[src/sv/fsre_pkg.sv]
// Shared constants, types and register reset values of the fuzzy rule evaluator.
`timescale 1ns / 1ps

package fsre_pkg;

   // Rule count and data widths
   localparam int NUM_RULES = 7;
   localparam int DEG_W     = 16;                 // Q1.15 membership degree
   localparam int COEF_W    = 16;                 // Q3.12 consequent
   localparam int PROD_W    = DEG_W + 1 + COEF_W; // strength times consequent
   localparam int DEN_W     = DEG_W + 3;          // sum of seven strengths
   localparam int NUM_W     = PROD_W + 2;         // sum of seven products
   localparam int MAG_W     = NUM_W - 1;          // numerator magnitude
   localparam int QUO_W     = 16;                 // quotient magnitude, at most 2^15
   localparam int CSR_IDX_W = 3;

   typedef logic [DEG_W-1:0]         degree_type;
   typedef logic signed [COEF_W-1:0] coef_type;

   // Rule positions, also the register index of each rule's consequent
   localparam int RULE_COLD_FALL   = 0;
   localparam int RULE_COLD_STEADY = 1;
   localparam int RULE_COLD_RISE   = 2;
   localparam int RULE_OPTIMAL     = 3;
   localparam int RULE_HOT_FALL    = 4;
   localparam int RULE_HOT_STEADY  = 5;
   localparam int RULE_HOT_RISE    = 6;

   // Consequent values after reset
   localparam coef_type RULE_RESET [NUM_RULES] = '{
      -16'sd6144, 16'sd6144, -16'sd2048, 16'sd0, 16'sd0, 16'sd3072, 16'sd6144
   };

   // Word entering the divider
   typedef struct packed {
      logic             valid;
      logic             neg;
      logic             none;
      logic [MAG_W-1:0] mag;
      logic [DEN_W-1:0] den;
   } div_in_type;

   // Word leaving the divider
   typedef struct packed {
      logic             valid;
      logic             neg;
      logic             none;
      logic [QUO_W-1:0] quo;
   } div_out_type;

endpackage

[src/sv/fsre_div.sv]
// Pipelined restoring divider: one quotient bit per stage, numerator magnitude over strength sum.
`timescale 1ns / 1ps

module fsre_div (
   input  logic                 clock,
   input  logic                 reset,
   input  logic                 enable,
   input  fsre_pkg::div_in_type div_in,
   output fsre_pkg::div_out_type div_out
);
   import fsre_pkg::*;

   // Per-stage registers; stage j settles quotient bit QUO_W-1-j
   logic             valid_ff [QUO_W];
   logic             neg_ff   [QUO_W];
   logic             none_ff  [QUO_W];
   logic [MAG_W-1:0] rem_ff   [QUO_W];
   logic [DEN_W-1:0] den_ff   [QUO_W];
   logic [QUO_W-1:0] quo_ff   [QUO_W];

   for (genvar j = 0; j < QUO_W; j++) begin : g_step
      localparam int BIT = QUO_W - 1 - j;

      logic             valid_cur;
      logic             neg_cur;
      logic             none_cur;
      logic [MAG_W-1:0] rem_cur;
      logic [DEN_W-1:0] den_cur;
      logic [QUO_W-1:0] quo_cur;
      logic [MAG_W-1:0] trial;
      logic             fits;
      logic [MAG_W-1:0] rem_in;
      logic [QUO_W-1:0] quo_in;

      // Stage input: divider port or previous stage
      if (j == 0) begin : g_first
         assign valid_cur = div_in.valid;
         assign neg_cur   = div_in.neg;
         assign none_cur  = div_in.none;
         assign rem_cur   = div_in.mag;
         assign den_cur   = div_in.den;
         assign quo_cur   = '0;
      end else begin : g_next
         assign valid_cur = valid_ff[j-1];
         assign neg_cur   = neg_ff[j-1];
         assign none_cur  = none_ff[j-1];
         assign rem_cur   = rem_ff[j-1];
         assign den_cur   = den_ff[j-1];
         assign quo_cur   = quo_ff[j-1];
      end

      // Compare and subtract the shifted divisor
      assign trial  = MAG_W'(den_cur) << BIT;
      assign fits   = (rem_cur >= trial);
      assign rem_in = fits ? (rem_cur - trial) : rem_cur;
      always_comb begin
         quo_in      = quo_cur;
         quo_in[BIT] = fits;
      end

      always_ff @(posedge clock) begin
         if (reset) begin
            valid_ff[j] <= 1'b0;
         end else if (enable) begin
            valid_ff[j] <= valid_cur;
         end
      end

      always_ff @(posedge clock) begin
         if (enable) begin
            neg_ff[j]  <= neg_cur;
            none_ff[j] <= none_cur;
            rem_ff[j]  <= rem_in;
            den_ff[j]  <= den_cur;
            quo_ff[j]  <= quo_in;
         end
      end
   end

   assign div_out.valid = valid_ff[QUO_W-1];
   assign div_out.neg   = neg_ff[QUO_W-1];
   assign div_out.none  = none_ff[QUO_W-1];
   assign div_out.quo   = quo_ff[QUO_W-1];

endmodule

[config.mk]
export PLATFORM = sky130hd
export DESIGN_NAME = fsre_div
export DESIGN_NICKNAME = d
export VERILOG_FILES = /design/src/sv/fsre_pkg.sv /design/src/sv/fsre_div.sv
export SDC_FILE = /design/constraint.sdc
export NUM_CORES = 2
export LEC_CHECK = 0
export ABC_CLOCK_PERIOD_IN_PS = 3800
export BUFFER_PORTS_ARGS = -buffer_cell sky130_fd_sc_hd__buf_4
export CAP_MARGIN = 10
export CORE_UTILIZATION = 35
export DETAILED_ROUTE_END_ITERATION = 6
export PLACE_DENSITY_LB_ADDON = 0.15
export SLEW_MARGIN = 20
export SYNTH_ARGS = -nofsm -noshare
export SYNTH_HDL_FRONTEND = slang
export SYNTH_SLANG_ARGS = --single-unit
export TNS_END_PERCENT = 50
[constraint.sdc]
create_clock -name clock -period 3.8 [get_ports clock]
set_clock_uncertainty 0.1 [all_clocks]
set_input_delay 0.19 -clock clock [delete_from_list [all_inputs] [get_ports clock]]
set_output_delay 0.19 -clock clock [all_outputs]
set_load 0.02 [all_outputs]
==> key figures <==
Setup path
  • Worst setup path endpoint: rem_ff[9][33]
  • Crit end category: flip-flop
  • Worst reg2reg endpoint: rem_ff[9][33]
  • Critical path's top delay family: simple AND/OR/NAND/NOR gates
  • CP arrival: 3.97 ns
  • WP depth: 9
  • Worst Setup Path Type: flip-flop to flip-flop
  • FF-to-FF path depth: 9
  • Reg2reg start: rem_ff[8][26]
  • R2r setup slk: 0.18 ns
  • Critical path fanouts, max: 10
  • Crit path max-delay cell type: or4_4
  • Delay of the slowest critical-path stage: 0.59 ns
  • CP Launch Point: rem_ff[8][26]
  • WP data required: 4.15 ns
  • Worst Path Buf+Inv: 1
  • CP Launch Type: flip-flop
  • CP cell instances: or4_1 > or3_4 > or4_4 > nor4_4 > nor4_1 > o211a_1 > buf_12 > nor3_1 > xor2_1

Finish
  • Nets: 4891
  • Filler cell count: 13390
  • Register area: 29400 µm²
  • Final Instance Count excl. Fillers: 6494
  • Share of cells above drive strength 1: 10.17%
  • Synth-to-layout area growth: 16.45%
  • Fin util: 41.18%
  • Multi-input gate area: 19130 µm²
  • Ant diodes: 0

Clocking
  • # clock sinks: 979
  • Root buf cell: clkbuf_16
  • CTS tree: built
  • Max Buffers Root-to-Sink: 3
  • H-Tree Depth: 3
  • Clock slew at reported path FFs: 0.06 ns
  • CTS Buf Count: 112
  • Clk_lat worst skew: 0.77 ns

Routing
  • Routed wire length: 104.4 mm
  • DR iter-0 viols: 1081
  • Routed len/inst: 16.08 µm
  • Drt pass-1 iters: 7
  • Total number of vias: 31874
  • Post-route ant nets: 0
  • Residual DRC count: 0
  • Vias per std cell: 4.908

Yosys
  • Most common cell in the netlist: edfxtp_1
  • Cell variety after synth: 84
  • Syn_area_per_cell: 11.97 µm²
  • Top cells by area, synth: edfxtp_1 (59%), ha_1 (7.6%), inv_1 (2.9%), xnor2_1 (2.7%), a21oi_1 (2.7%)
  • Yosys warning count: 0
  • Share of the synthesized area in the top cell type: 58.57%
  • Post-synth top area cell: edfxtp_1
  • Mapped Cells: 4193
  • Number of synthesized register bits: 979
  • Sequential area share after synthesis: 58.57%
  • Commonest cells in the netlist: edfxtp_1 (979), inv_1 (389), ha_1 (304)
  • Synth Net Count: 4571
  • Asr flop ratio synth: 0%
  • Number of flops mapped to enable cells by yosys: 979
  • Post-Syn Area: 50190 µm²
  • Synth Flop Type: edfxtp_1

Power
  • Pwr dens: 689.0 nW/µm²
  • Leakage: 22.55 nW
  • Power Total: 40.27 mW
  • Maximum vdd drop: 432.4 µV

Floorplanning
  • I/O Pins: 78
  • Core area: 141900 µm²
  • DIE WIDTH: 380.7 µm
  • Die Y: 380.7 µm
  • Row count: 138
  • Initial Utilization: 35.36%
  • Die ar.: 144900 µm²

Placement
  • Post-DP HPWL: 78.32 mm
  • Gp weighted congestion: 0.9451
  • Cell count after placement: 6209
  • # port buffers: 77

STA
  • Hold Vio Cnt, Final: 0
  • Tcrit/Tclk final: 95.35%
  • Worst-Margin Slew: 0.7768 ns
  • Min cycle time layout: 3.623 ns
  • Final Setup Violations: 0
  • Unrepaired setup endpoints after global routing: yes
  • Final count of pins violating max slew: 0
  • Max Clk Rate: 276.0 MHz
  • Slew HR: 48.11%

Min path
  • HP Class: input port to flip-flop

GRT
  • Total GRT Usage: 14.33%
  • Largest net degree at the start of global routing: 109
  • Vias in the first global route: 33433
  • Grt ovf: 0
  • Antenna violations before repair: 1
  • First-pass GRT wire length: 166.9 mm

Job
  • Maximum capacitance violations: 0

Outcome
  • Status: finished clean
==> cell type report <==
cell class | instances | share of cell area, %
Multi-Input combinational cell | 2746 | 32.73
Inverter | 389 | 2.498
Timing Repair Buffer | 285 | 4.418
Sequential cell | 979 | 50.30
Clock buffer | 137 | 4.956
Tap cell | 1890 | 4.046
Clock inverter | 68 | 1.058
==> cell families (layout without fill, tap and decap cells) <==
| family | after synthesis | after routing | synth area share (%) |
|---|---|---|---|
| and+or+nand+nor | 1105 | 1105 | 11.03 |
| DFF | 979 | 979 | 58.57 |
| muxes | 66 | 66 | 1.468 |
| adders and majority gates | 319 | 319 | 8.177 |
| buffers and inverters | 468 | 879 | 3.570 |
| xor gates and xnor gates | 307 | 307 | 5.357 |
| AOI/OAI and AO/OA | 949 | 949 | 11.83 |
==> routing by layer <==
layer / GRT usage [%] / vias up / wire (µm)
li1: - / 16138 / -
met1: 13.17 / 14965 / 37440
met2: 29.07 / 499 / 58290
met3: 2.196 / 272 / 3053
met4: 8.397 / 0 / 5627
met5: 0 / - / 0
==> sequential cells by signal (all words and copies together), names as in the netlist <==
register,count
den_ff,285
valid_ff,16
rem_ff,510
neg_ff,16
quo_ff,136
none_ff,16
==> worst min-delay path by stage <==
| stage | slack (ns) | cells past startpoint | to | start |
|---|---|---|---|---|
| CTS | 0.003 | 2 | rem_ff[0][5] | div_in[24] |
| detailed placement | 0.27 | 1 | none_ff[0][0] | div_in[53] |
| global route | 0.03 | 2 | den_ff[0][6] | div_in[6] |
| floorplan | 0.19 | 0 | den_ff[0][0] | div_in[0] |
| global placement | 0.27 | 1 | none_ff[0][0] | div_in[53] |
| finish | 0.06 | 2 | den_ff[0][6] | div_in[6] |
==> cells in the final DEF, fill, tap and decap left out, types with 50 or more instances in the layout <==
master and n:
a21o_1 111, a21oi_1 262, buf_4 186, clkbuf_16 112, dlygate4sd3_1 79, edfxtp_1 979, ha_1 304, inv_1 389
mux2_2 57, nand2_1 292, nand2b_1 50, nand3_1 62, nand4_1 54, nor2_1 271, nor2b_1 51, nor3_1 89
nor4_1 50, o21a_1 59, o21ai_0 260, xnor2_1 157, xor2_1 150
==> per-stage QoR <==
step	setup slack (ns)	cell area, µm²	hold slack (ns)	TNS, ns
detailed placement	-0.08270	54060	0.2707	-0.5910
global placement	-0.05347	54060	0.2690	-0.4171
CTS	0.04746	58380	0.002596	0
global route	-0.003824	58450	0.02881	-0.003824
finish	0.1768	58450	0.06208	0
floorplan	0.3262	50190	0.1889	0
==> worst register-to-register path, cell delays in order, from the launching register on <==
cell      delay, ns
edfxtp_1       0.47
or4_1          0.55
or3_4          0.39
or4_4          0.59
nor4_4         0.41
nor4_1         0.13
o211a_1        0.22
buf_12         0.16
nor3_1         0.22
xor2_1         0.09
==> where the power goes <==
part / internal, mW / switching, mW / total, mW / leakage [nW]
Combinational: 6.16 / 7.66 / 13.8 / 11.4
Sequential: 15.0 / 1.29 / 16.3 / 9.47
Clock: 5.77 / 4.41 / 10.2 / 1.70
==> repair_timing <==
action	CTS	global route
hold endpoints to repair	116	0
pin swaps	0	3
resized for setup	2	18
hold buffers	79	0
buffers inserted	0	1
endpoints found under the setup margin	11	25
Note: power is estimated with default switching activity, not from simulation.
